<file path="config.mk">
export PLATFORM = sky130hd
export DESIGN_NAME = circle_obstacle_clearance_top
export DESIGN_NICKNAME = d
export VERILOG_FILES = /design/src/rtl/core/coc_pkg.sv /design/src/rtl/core/coc_isqrt.sv /design/src/rtl/core/circle_obstacle_clearance_top.sv
export SDC_FILE = /design/constraint.sdc
export NUM_CORES = 2
export LEC_CHECK = 0
export BUFFER_PORTS_ARGS = -buffer_cell sky130_fd_sc_hd__buf_2
export CAP_MARGIN = 10
export CORE_AREA = 5 5 546 548
export CTS_CLUSTER_DIAMETER = 40
export DETAILED_ROUTE_END_ITERATION = 16
export DIE_AREA = 0 0 551 553
export PLACE_DENSITY = 0.61
export SLEW_MARGIN = 25
export SYNTH_ARGS = -nofsm -noshare
export SYNTH_HDL_FRONTEND = slang
export SYNTH_SLANG_ARGS = --single-unit
</file>
<file path="constraint.sdc">
create_clock -name clock -period 21.4 [get_ports clock]
set_input_delay 4.28 -clock clock [delete_from_list [all_inputs] [get_ports clock]]
set_output_delay 4.28 -clock clock [all_outputs]
set_load 0.01 [all_outputs]
</file>
<file path="src/rtl/core/coc_pkg.sv">
// Shared widths, codes and types for the circle obstacle clearance block.
package coc_pkg;

   localparam int COORD_W         = 24;
   localparam int RAD_W           = 23;
   localparam int ABS_W           = 24;
   localparam int SQ_W            = 2 * ABS_W;
   localparam int SUM_W           = 2 * (ABS_W + 1);
   localparam int ROOT_W          = SUM_W / 2;
   localparam int CLR_W           = 27;
   localparam int OBS_IDX_W       = 5;
   localparam int CSR_IDX_W       = 2;
   localparam int DEF_MAX_OBSTACLES = 32;

   typedef enum logic [1:0] {
      ST_OK    = 2'd0,
      ST_BOUND = 2'd1,
      ST_FULL  = 2'd2,
      ST_EMPTY = 2'd3
   } status_type;

   typedef enum logic [CSR_IDX_W-1:0] {
      CSR_MIN_X = 2'd0,
      CSR_MAX_X = 2'd1,
      CSR_MIN_Y = 2'd2,
      CSR_MAX_Y = 2'd3
   } csr_idx_type;

   localparam logic OP_ADD   = 1'b0;
   localparam logic OP_QUERY = 1'b1;
   localparam logic KIND_ADD   = 1'b0;
   localparam logic KIND_QUERY = 1'b1;

   typedef struct packed {
      logic signed [COORD_W-1:0] x;
      logic signed [COORD_W-1:0] y;
      logic [RAD_W-1:0]          r;
   } obst_type;

endpackage

</file>
<file path="src/rtl/core/coc_isqrt.sv">
// Iterative floor square root, one result bit per cycle.
module coc_isqrt
   import coc_pkg::*;
(
   input  logic              clock,
   input  logic              reset,
   input  logic              start,
   input  logic [SUM_W-1:0]  value,
   output logic              done,
   output logic [ROOT_W-1:0] root
);

   localparam int STEP_W = $clog2(ROOT_W + 1);

   logic [SUM_W-1:0]  val_ff,  val_in;
   logic [ROOT_W+1:0] rem_ff,  rem_in;
   logic [ROOT_W-1:0] root_ff, root_in;
   logic [STEP_W-1:0] step_ff, step_in;
   logic              busy_ff, busy_in;
   logic              done_ff, done_in;
   logic [ROOT_W+1:0] shifted;
   logic [ROOT_W+1:0] trial;

   // Bring down two bits and try the next root bit
   always_comb begin
      shifted = {rem_ff[ROOT_W-1:0], val_ff[SUM_W-1 -: 2]};
      trial   = {root_ff, 2'b01};
      val_in  = val_ff;
      rem_in  = rem_ff;
      root_in = root_ff;
      step_in = step_ff;
      busy_in = busy_ff;
      done_in = 1'b0;
      if (start) begin
         val_in  = value;
         rem_in  = '0;
         root_in = '0;
         step_in = STEP_W'(ROOT_W);
         busy_in = 1'b1;
      end else if (busy_ff) begin
         val_in = {val_ff[SUM_W-3:0], 2'b00};
         if (shifted >= trial) begin
            rem_in  = shifted - trial;
            root_in = {root_ff[ROOT_W-2:0], 1'b1};
         end else begin
            rem_in  = shifted;
            root_in = {root_ff[ROOT_W-2:0], 1'b0};
         end
         step_in = step_ff - 1'b1;
         if (step_ff == STEP_W'(1)) begin
            busy_in = 1'b0;
            done_in = 1'b1;
         end
      end
   end

   always_ff @(posedge clock) begin
      if (reset) begin
         busy_ff <= 1'b0;
         done_ff <= 1'b0;
      end else begin
         busy_ff <= busy_in;
         done_ff <= done_in;
      end
      val_ff  <= val_in;
      rem_ff  <= rem_in;
      root_ff <= root_in;
      step_ff <= step_in;
   end

   assign done = done_ff;
   assign root = root_ff;

endmodule

</file>
<file path="src/rtl/core/circle_obstacle_clearance_top.sv">
// Top level: obstacle table, sequencer and shared squaring unit.
//
//  channel | direction | handshake           | payload
//  req     | in        | req_valid/req_stall | op, center_x, center_y, circle_radius
//  rsp     | out       | rsp_valid/rsp_stall | kind, status, obstacle_index, clearance, ...
//  csr     | in        | csr_we              | csr_index, csr_wdata
//
// An add or an empty query goes from the accept step straight to output delivery. A
// query runs, for each stored obstacle in turn: read, two squarings on one multiplier
// (the sum formed with the second), root start, the bit-serial square root, emit; the
// square root is the longest step. Synchronous reset empties the table and restores
// the world bounds. A stalled result holds the sequencer in its emit step.
module circle_obstacle_clearance_top
   import coc_pkg::*;
#(
   parameter int MAX_OBSTACLES = DEF_MAX_OBSTACLES
)
(
   input  logic                       clock,
   input  logic                       reset,
   input  logic                       req_valid,
   output logic                       req_stall,
   input  logic                       req_op,
   input  logic signed [COORD_W-1:0]  req_center_x,
   input  logic signed [COORD_W-1:0]  req_center_y,
   input  logic [RAD_W-1:0]           req_circle_radius,
   output logic                       rsp_valid,
   input  logic                       rsp_stall,
   output logic                       rsp_kind,
   output logic [1:0]                 rsp_status,
   output logic [OBS_IDX_W-1:0]       rsp_obstacle_index,
   output logic signed [CLR_W-1:0]    rsp_clearance,
   output logic                       rsp_intersects,
   output logic                       rsp_any_hit,
   output logic                       rsp_last,
   input  logic                       csr_we,
   input  logic [CSR_IDX_W-1:0]       csr_index,
   input  logic [COORD_W-1:0]         csr_wdata
);

   localparam int IDX_W = (MAX_OBSTACLES > 1) ? $clog2(MAX_OBSTACLES) : 1;
   localparam int CNT_W = $clog2(MAX_OBSTACLES + 1);

   typedef enum logic [6:0] {
      S_IDLE  = 7'b0000001,
      S_READ  = 7'b0000010,
      S_SQX   = 7'b0000100,
      S_SQY   = 7'b0001000,
      S_START = 7'b0010000,
      S_ROOT  = 7'b0100000,
      S_EMIT  = 7'b1000000
   } state_type;

   state_type state_ff, state_in;

   logic signed [COORD_W-1:0] min_x_ff, max_x_ff, min_y_ff, max_y_ff;
   logic [CNT_W-1:0]          count_ff, count_in;
   logic [IDX_W-1:0]          idx_ff, idx_in;
   logic                      kind_ff, kind_in;
   status_type                status_ff, status_in;
   logic                      any_ff, any_in;
   logic signed [COORD_W-1:0] qx_ff, qy_ff;
   logic [RAD_W-1:0]          qr_ff;
   logic [SQ_W-1:0]           sq_ff;
   logic [SUM_W-1:0]          sum_ff;

   obst_type                  mem [MAX_OBSTACLES];
   obst_type                  rd_ff;
   logic                      wr_en;
   obst_type                  wr_data;

   logic                      rsp_valid_ff;
   logic                      rsp_kind_ff, rsp_intersects_ff, rsp_any_ff, rsp_last_ff;
   logic [1:0]                rsp_status_ff;
   logic [OBS_IDX_W-1:0]      rsp_index_ff;
   logic signed [CLR_W-1:0]   rsp_clr_ff;

   logic                      req_take;
   logic                      out_free;
   logic                      out_load;
   logic                      in_bounds;
   logic signed [COORD_W:0]   dx, dy;
   logic [ABS_W-1:0]          ax, ay, mul_a;
   logic [SQ_W-1:0]           mul_p;
   logic                      root_start, root_done;
   logic [ROOT_W-1:0]         root;
   logic signed [CLR_W-1:0]   clr;
   logic                      hit;
   logic                      is_last;

   assign req_stall = (state_ff != S_IDLE);
   assign req_take  = req_valid && !req_stall;
   assign out_free  = !rsp_valid_ff || !rsp_stall;

   assign in_bounds = (req_center_x >= min_x_ff) && (req_center_x <= max_x_ff) &&
                      (req_center_y >= min_y_ff) && (req_center_y <= max_y_ff);

   // Shared squaring multiplier: x in one step, y in the next
   assign dx    = (COORD_W+1)'(rd_ff.x) - (COORD_W+1)'(qx_ff);
   assign dy    = (COORD_W+1)'(rd_ff.y) - (COORD_W+1)'(qy_ff);
   assign ax    = dx[COORD_W] ? ABS_W'(-dx) : ABS_W'(dx);
   assign ay    = dy[COORD_W] ? ABS_W'(-dy) : ABS_W'(dy);
   assign mul_a = (state_ff == S_SQX) ? ax : ay;
   assign mul_p = mul_a * mul_a;

   assign root_start = (state_ff == S_START);

   coc_isqrt u_isqrt (
      .clock (clock),
      .reset (reset),
      .start (root_start),
      .value (sum_ff),
      .done  (root_done),
      .root  (root)
   );

   assign clr = CLR_W'(root) - CLR_W'(rd_ff.r) - CLR_W'(qr_ff);
   assign hit = clr[CLR_W-1];
   assign is_last = (CNT_W'(idx_ff) + 1'b1) == count_ff;

   // Sequencer
   always_comb begin
      state_in  = state_ff;
      count_in  = count_ff;
      idx_in    = idx_ff;
      kind_in   = kind_ff;
      status_in = status_ff;
      any_in    = any_ff;
      wr_en     = 1'b0;
      wr_data   = '{x: req_center_x, y: req_center_y, r: req_circle_radius};
      out_load  = 1'b0;
      unique case (state_ff)
         S_IDLE: begin
            if (req_take) begin
               idx_in = '0;
               any_in = 1'b0;
               if (req_op == OP_ADD) begin
                  kind_in  = KIND_ADD;
                  state_in = S_EMIT;
                  if (!in_bounds) begin
                     status_in = ST_BOUND;
                  end else if (count_ff >= CNT_W'(MAX_OBSTACLES)) begin
                     status_in = ST_FULL;
                  end else begin
                     status_in = ST_OK;
                     wr_en     = 1'b1;
                     idx_in    = IDX_W'(count_ff);
                     count_in  = count_ff + 1'b1;
                  end
               end else begin
                  kind_in = KIND_QUERY;
                  if (count_ff == '0) begin
                     status_in = ST_EMPTY;
                     state_in  = S_EMIT;
                  end else begin
                     status_in = ST_OK;
                     state_in  = S_READ;
                  end
               end
            end
         end
         S_READ:  state_in = S_SQX;
         S_SQX:   state_in = S_SQY;
         S_SQY:   state_in = S_START;
         S_START: state_in = S_ROOT;
         S_ROOT: begin
            if (root_done) begin
               state_in = S_EMIT;
            end
         end
         S_EMIT: begin
            if (out_free) begin
               out_load = 1'b1;
               if (kind_ff == KIND_QUERY && status_ff == ST_OK) begin
                  any_in = any_ff | hit;
                  if (is_last) begin
                     state_in = S_IDLE;
                  end else begin
                     idx_in   = idx_ff + 1'b1;
                     state_in = S_READ;
                  end
               end else begin
                  state_in = S_IDLE;
               end
            end
         end
         default: state_in = S_IDLE;
      endcase
   end

   // Control registers and world bounds
   always_ff @(posedge clock) begin
      if (reset) begin
         state_ff <= S_IDLE;
         count_ff <= '0;
         min_x_ff <= {1'b1, {(COORD_W-1){1'b0}}};
         max_x_ff <= {1'b0, {(COORD_W-1){1'b1}}};
         min_y_ff <= {1'b1, {(COORD_W-1){1'b0}}};
         max_y_ff <= {1'b0, {(COORD_W-1){1'b1}}};
      end else begin
         state_ff <= state_in;
         count_ff <= count_in;
         if (csr_we) begin
            unique case (csr_idx_type'(csr_index))
               CSR_MIN_X: min_x_ff <= csr_wdata;
               CSR_MAX_X: max_x_ff <= csr_wdata;
               CSR_MIN_Y: min_y_ff <= csr_wdata;
               CSR_MAX_Y: max_y_ff <= csr_wdata;
               default:   min_x_ff <= min_x_ff;
            endcase
         end
      end
   end

   // Item context and arithmetic holding registers
   always_ff @(posedge clock) begin
      idx_ff    <= idx_in;
      kind_ff   <= kind_in;
      status_ff <= status_in;
      any_ff    <= any_in;
      if (req_take) begin
         qx_ff <= req_center_x;
         qy_ff <= req_center_y;
         qr_ff <= req_circle_radius;
      end
      if (state_ff == S_SQX) begin
         sq_ff <= mul_p;
      end
      if (state_ff == S_SQY) begin
         sum_ff <= SUM_W'(sq_ff) + SUM_W'(mul_p);
      end
   end

   // Obstacle table: one write port, registered read
   always_ff @(posedge clock) begin
      if (wr_en) begin
         mem[count_ff[IDX_W-1:0]] <= wr_data;
      end
      if (state_ff == S_READ) begin
         rd_ff <= mem[idx_ff];
      end
   end

   // Output register: load on emit, drop when taken
   always_ff @(posedge clock) begin
      if (reset) begin
         rsp_valid_ff <= 1'b0;
      end else if (out_load) begin
         rsp_valid_ff <= 1'b1;
      end else if (!rsp_stall) begin
         rsp_valid_ff <= 1'b0;
      end
      if (out_load) begin
         rsp_kind_ff   <= kind_ff;
         rsp_status_ff <= status_ff;
         if (kind_ff == KIND_QUERY && status_ff == ST_OK) begin
            rsp_index_ff      <= OBS_IDX_W'(idx_ff);
            rsp_clr_ff        <= clr;
            rsp_intersects_ff <= hit;
            rsp_any_ff        <= any_ff | hit;
            rsp_last_ff       <= is_last;
         end else begin
            rsp_index_ff      <= (status_ff == ST_OK) ? OBS_IDX_W'(idx_ff) : '0;
            rsp_clr_ff        <= '0;
            rsp_intersects_ff <= 1'b0;
            rsp_any_ff        <= 1'b0;
            rsp_last_ff       <= 1'b1;
         end
      end
   end

   assign rsp_valid          = rsp_valid_ff;
   assign rsp_kind           = rsp_kind_ff;
   assign rsp_status         = rsp_status_ff;
   assign rsp_obstacle_index = rsp_index_ff;
   assign rsp_clearance      = rsp_clr_ff;
   assign rsp_intersects     = rsp_intersects_ff;
   assign rsp_any_hit        = rsp_any_ff;
   assign rsp_last           = rsp_last_ff;

endmodule

</file>
==> Yosys cells after proc, flatten, opt, wreduce, memory -nomap -nowiden <==
Memory sizes are Yosys's and may differ from the RTL's. A register that Yosys moved wholly into a read port is not among the register bits.
Index checks and enable logic that the tools add are counted.
{ "word_totals": {"reg_bits": 433, "ram_bits": 2272, "in_bits": 103, "output_inout_bits": 40, "wordCells": 145, "n_memories": 1} }
{ "op_classes": {"add_sub_neg": 12, "n_mul": 1, "magnitude_cmp": 6, "n_eq_ne": 19, "mux": 49, "bitwise": 4, "n_reduce_logical": 24} }
{ "mem_list": {"columns": ["memory", "depth", "width", "rd", "rd_clocked_by_memory_dff", "wr", "line", "source"], "rows": [
  ["mem", 32, 71, 1, 1, 1, "circle_obstacle_clearance_top.sv:67", "obst_type mem [MAX_OBSTACLES];"]
]} }
{ "ops": {"columns": ["operator", "n"], "rows": [
  ["2-to-1 mux 50 bit", 2],
  ["2-to-1 mux 24 bit", 3],
  ["subtractor 24 x 24 -> 25 bit", 2],
  ["adder 48 x 48 -> 49 bit", 1],
  ["one-hot mux 7 bit (7 select lines)", 1],
  ["greater-or-equal comparator 24 bit", 2],
  ["<= comparator 24 bit", 2],
  ["multiplier 24 x 24 -> 48 bit", 1],
  ["negator 24 bit", 2],
  ["2-to-1 mux 5 bit", 9],
  ["2-to-1 mux 7 bit", 6],
  ["greater-or-equal comparator 27 bit", 1],
  ["subtractor 26 x 24 -> 27 bit", 1],
  ["subtractor 25 x 23 -> 26 bit", 1],
  ["2-to-1 mux 25 bit", 1],
  ["subtractor 25 bit", 1],
  ["2-to-1 mux 1 bit", 20],
  ["2-to-1 mux 2 bit", 5],
  ["one-hot mux 5 bit (2 select lines)", 1],
  ["AND reduction 2 bit", 5],
  ["AND reduction 5 bit", 2],
  ["!= test 2 bit (second input constant)", 4],
  ["== test 7 x 1 -> 1 bit (second input constant)", 1],
  ["== test 7 x 2 -> 1 bit (second input constant)", 1],
  ["28 further kinds", 40]
]} }

==> Longest topological paths before layout <==
{ "depth": {"depth_word": 10, "depth_mapped": 55, "ltp_nobuf": 53} }

==> Cells and area by module <==
A second synthesis with hierarchy kept.
{ "hier_totals": {"hier_cells": 8086, "area_unflattened_um2": 132111.7} }
{ "modules_own_cells": {"columns": ["mod", "n_inst", "cells_per_inst", "area_each_um2", "seq_area_each_um2"], "rows": [
  ["circle_obstacle_clearance_top", 1, 7486, 126053.4, 78955.7],
  ["coc_isqrt", 1, 600, 6058.3, 2642.5]
]} }

==> Worst setup path after synthesis <==
No wires, ideal clock.
{ "synth_timing": {"path_kind": "input to register", "start": "input port req_valid", "end": "memory mem[17][0] (netlist bit), enable pin", "setup_ns": 0.587, "arrival_ns": 13.278, "t_required_ns": 20.813, "slack_ns": 7.535, "path_stages": 5, "n_path_buf": 1, "path_cell_list": "inv_1 > nor2_1 > nand4_1 > clkbuf_1 > nor3_1"} }
{ "synth_via": {"elab_chain_len": 5} }
{ "synth_lines": {"columns": ["element", "line", "source"], "rows": [
  ["start: declaration", "circle_obstacle_clearance_top.sv:21", "input logic req_valid,"],
  ["logical AND 1 bit", "circle_obstacle_clearance_top.sv:92", "assign req_take = req_valid && !req_stall;"],
  ["via req_take", "circle_obstacle_clearance_top.sv:78", "logic req_take;"],
  ["2-to-1 mux 1 bit", "circle_obstacle_clearance_top.sv:134", "if (req_take) begin"],
  ["2-to-1 mux 1 bit", "circle_obstacle_clearance_top.sv:132", "unique case (state_ff)"],
  ["2-to-1 mux 1 bit", "circle_obstacle_clearance_top.sv:236", "if (wr_en) begin"],
  ["2-to-1 mux 1 bit (not written as such)", "circle_obstacle_clearance_top.sv:237", "mem[count_ff[IDX_W-1:0]] <= wr_data;"],
  ["end: declaration", "circle_obstacle_clearance_top.sv:67", null]
]} }
The timed path passes the listed nets, and every way through them passes these cells.

==> Worst setup path in the final report <==
{ "layout_timing": {"start": "register qy_ff[0]", "end": "register sum_ff[47] (data pin)"} }
{ "layout_via": {"elab_chain_len": 6} }
{ "layout_lines": {"columns": ["element", "line", "source"], "rows": [
  ["start: declaration", "circle_obstacle_clearance_top.sv:62", "logic signed [COORD_W-1:0] qx_ff, qy_ff;"],
  ["start signal: assignment", "circle_obstacle_clearance_top.sv:223", "qy_ff <= req_center_y;"],
  ["subtractor 24 x 24 -> 25 bit (*)", "circle_obstacle_clearance_top.sv:100", "assign dy = (COORD_W+1)'(rd_ff.y) - (COORD_W+1)'(qy_ff);"],
  ["negator 24 bit", "circle_obstacle_clearance_top.sv:102", "assign ay = dy[COORD_W] ? ABS_W'(-dy) : ABS_W'(dy);"],
  ["2-to-1 mux 24 bit (*)", "circle_obstacle_clearance_top.sv:102", null],
  ["2-to-1 mux 24 bit (*)", "circle_obstacle_clearance_top.sv:103", "assign mul_a = (state_ff == S_SQX) ? ax : ay;"],
  ["multiplier 24 x 24 -> 48 bit (*)", "circle_obstacle_clearance_top.sv:104", "assign mul_p = mul_a * mul_a;"],
  ["via mul_p[24]", "circle_obstacle_clearance_top.sv:84", "logic [SQ_W-1:0] mul_p;"],
  ["adder 48 x 48 -> 49 bit (*)", "circle_obstacle_clearance_top.sv:230", "sum_ff <= SUM_W'(sq_ff) + SUM_W'(mul_p);"],
  ["end signal: assignment", "circle_obstacle_clearance_top.sv:230", null],
  ["end: declaration", "circle_obstacle_clearance_top.sv:65", "logic [SUM_W-1:0] sum_ff;"]
]} }
The timed path passes the listed nets; every way through them passes the cells marked *.
A chain may end at the register's enable or synchronous reset.

==> results.py <==
metrics = {
    "clock_tree": {
        "clockRootBuffer": "clkbuf_16",
        "path_clk_slew_ns": 0.06,
        "hold_buffers": 0,
        "clkLatencyLatePin_ns": 0.96,
        "tritoncts": "built",
        "cts_max_level": 5,
        "cts_buffers": 375,
        "post_cts_resized": 0,
        "cts_buffer_depth": 4,
        "post-cts-setup-buffers": 0,
        "clock_sinks": 2773,
    },
    "worst_setup_path": {
        "crit_path_max_fanout": 18,
        "reg2reg_from": "qy_ff[0]",
        "slowest_delay_ns": 0.76,
        "setup.worst_path.end_class": "flip-flop",
        "cp_top_family": "adder cells",
        "rr_endpoint": "sum_ff[47]",
        "arrival_ns": 14.82,
        "slowest_stage": "clkinv_1",
        "ff2ff_path_depth": 47,
        "critical_path_class": "flip-flop to flip-flop",
        "r2r_setup_slack_ns": 7.23,
        "crit_required_ns": 22.06,
        "critPathBufInv": 5,
        "crit_top_cell": "fa_1",
        "worstSetupStartpoint": "qy_ff[0]",
        "worstSetupStartpointType": "flip-flop",
    },
    "run_status": {
        "status": "finished clean",
    },
    "yosys": {
        "synth_cell_type_count": 92,
        "ys_seq_area_frac": 0.622,
        "synthTopCellsByArea": "edfxtp_1 60%, mux4_2 12%, fa_1 6.5%",
        "synth_top_area_share": 0.597,
        "syn_area_per_cell_sq_um": 16.2,
        "ys.flop_type": "edfxtp_1",
        "syn-num-nets": 9056,
        "yosysTopAreaCell": "edfxtp_1",
        "synth_area_sq_um": 131000,
        "synthArstFlopShare": 0,
        "ys_warn_count": 0,
        "synth_seq_cells": 2773,
        "synth_edf_count": 2606,
        "synth_cells": 8082,
    },
    "drt": {
        "drt_first_pass_iters": 5,
        "wl_met2_um": 164000,
        "antenna_left": 0,
        "vias": 73600,
        "m1WireLength_um": 149000,
        "routedWlPerCell_um": 27.4,
        "drc": 0,
        "viasPerCell": 5.80,
        "route.met3.wl_um": 26800,
        "first_iter_violations": 7485,
        "maxUsedRoutingLayer": "met5",
        "routed_wl_um": 348000,
    },
    "global_route": {
        "grt_max_degree": 144,
        "grt_pass1_vias": 75100,
        "grt_use_total": 0.227,
        "grt_overflow": 0,
        "antenna_found_initial": 28,
        "grt_pass1_wl_um": 510000,
    },
    "sta": {
        "final.setup.tns_ns": 0,
        "fmax_mhz": 70.6,
        "setup_slack_ns": 7.23,
        "min_period_ns": 14.17,
        "post-route-period-util": 0.662,
        "rsz0062_at_grt": "no",
        "hold_viol": 0,
        "setup_viol": 0,
        "slew_headroom": 0.231,
        "slew_violations": 0,
        "clock_skew_ns": 0.0809,
        "tightestPinTransition_ns": 1.15,
    },
    "flow_run": {
        "drv_cap": 0,
    },
    "placed_design": {
        "gp_congestion": 0.889,
        "dpl_cell_area_sq_um": 137000,
        "dpl.hpwl_um": 208000,
        "portBuffers": 142,
        "post-place-ws_ns": 7.41,
    },
    "layout": {
        "fin_nets": 9421,
        "ff_latch_area_sq_um": 81600,
        "syn_to_final_growth_pct": 14.6,
        "multi_input_area_sq_um": 45800,
        "nFillCells": 23800,
        "drive_gt1_frac": 0.208,
        "final_area_sq_um": 150000,
        "final_cell_mix": "2606 x edfxtp_1, 735 x inv_1, 710 x mux4_2, 573 x nand2_1, 445 x ha_1",
        "final_common_cell": "edfxtp_1",
    },
    "floorplan": {
        "row_count": 199,
        "start_util": 0.448,
        "io_pins": 143,
        "dieArea_sq_um": 305000,
        "die_w_um": 551,
        "core_area_sq_um": 293000,
        "dieHeight_um": 553,
    },
    "min_path": {
        "holdPathEnd": "min_x_ff[17]",
        "hp-class": "flip-flop to flip-flop",
        "hold_path_depth": 2,
        "min_from": "min_x_ff[17]",
    },
}
-- state kept, by name (all words and copies together), names as in the netlist, 6 cells and up --
register / cells
u_isqrt.root: 25
u_isqrt.val_ff: 50
u_isqrt.rem_ff: 25
max_x_ff: 24
count_ff: 6
state_ff: 7
min_y_ff: 24
max_y_ff: 24
qr_ff: 23
qy_ff: 24
qx_ff: 24
mem: 2272
rd_ff: 71
sq_ff: 47
min_x_ff: 24
rsp_clearance: 26
sum_ff: 49
-- worst max-delay path by stage --
stage                 end  slack (ns)  cells after the start
2_1_floorplan  mem[17][0]        7.53                      5
3_3_place_gp   sum_ff[47]        7.45                     47
3_5_place_dp   sum_ff[47]        7.41                     47
4_1_cts        sum_ff[47]        7.23                     47
5_1_grt        sum_ff[47]        6.34                     47
6_report       sum_ff[47]        7.23                     47
-- Yosys cell counts (77+ instances only) --
library cell	number
ha_1	445
a21o_1	103
a21oi_1	242
xnor2_1	128
nand2_1	574
edfxtp_1	2606
nor3_1	96
dfxtp_1	167
mux4_2	710
xor2_1	77
nor2_1	408
mux2_2	79
clkbuf_1	238
o21ai_0	161
fa_1	426
inv_1	738
-- routing by layer --
| layer | GRT usage | up-vias |
|---|---|---|
| met3 | 0.0361 | 487 |
| met2 | 0.357 | 3007 |
| met5 | 0 | - |
| met4 | 0.0525 | 6 |
| met1 | 0.334 | 38700 |
| li1 | - | 31400 |
-- final cells by class --
class | instances | area share
clock inverter | 282 | 0.0236
clock buffer | 415 | 0.0641
multi-input combinational | 4240 | 0.304
sequential | 2773 | 0.543
antenna | 4 | 0.0000666
tap | 3919 | 0.0326
inverter | 750 | 0.0188
timing repair buffer | 307 | 0.0138
-- cell families (layout without fill, tap and decap cells) --
| kind of cell | count (synthesis) | after routing | share of synthesized area |
|---|---|---|---|
| AND/OR/NAND/NOR | 1465 | 1465 | 0.0510 |
| multiplexers | 833 | 833 | 0.132 |
| XOR/XNOR | 205 | 205 | 0.0137 |
| adder cells (fa/ha/maj) | 871 | 871 | 0.107 |
| other | 0 | 4 | 0 |
| buffers and inverters | 1069 | 1754 | 0.0308 |
| AO/OA/AOI/OAI | 866 | 866 | 0.0429 |
| flip-flops | 2773 | 2773 | 0.622 |
-- worst min-delay path: stages (launching register included) --
cell and delay, ns:
dfxtp_1 0.30, nand2_1 0.05, a21oi_1 0.05
-- through the flow --
step	util	instances	hold slack, ns
5_1_grt	0.514	12700	0.471
6_report	0.514	12700	0.452
4_1_cts	0.514	12700	0.454
2_1_floorplan	-	8082	0.427
3_3_place_gp	0.468	12000	0.431
3_5_place_dp	0.469	12000	0.433
Power is left out: the tool's default activity adds up to more than one toggle a clock period on the data nets, which glitch-free logic cannot reach.
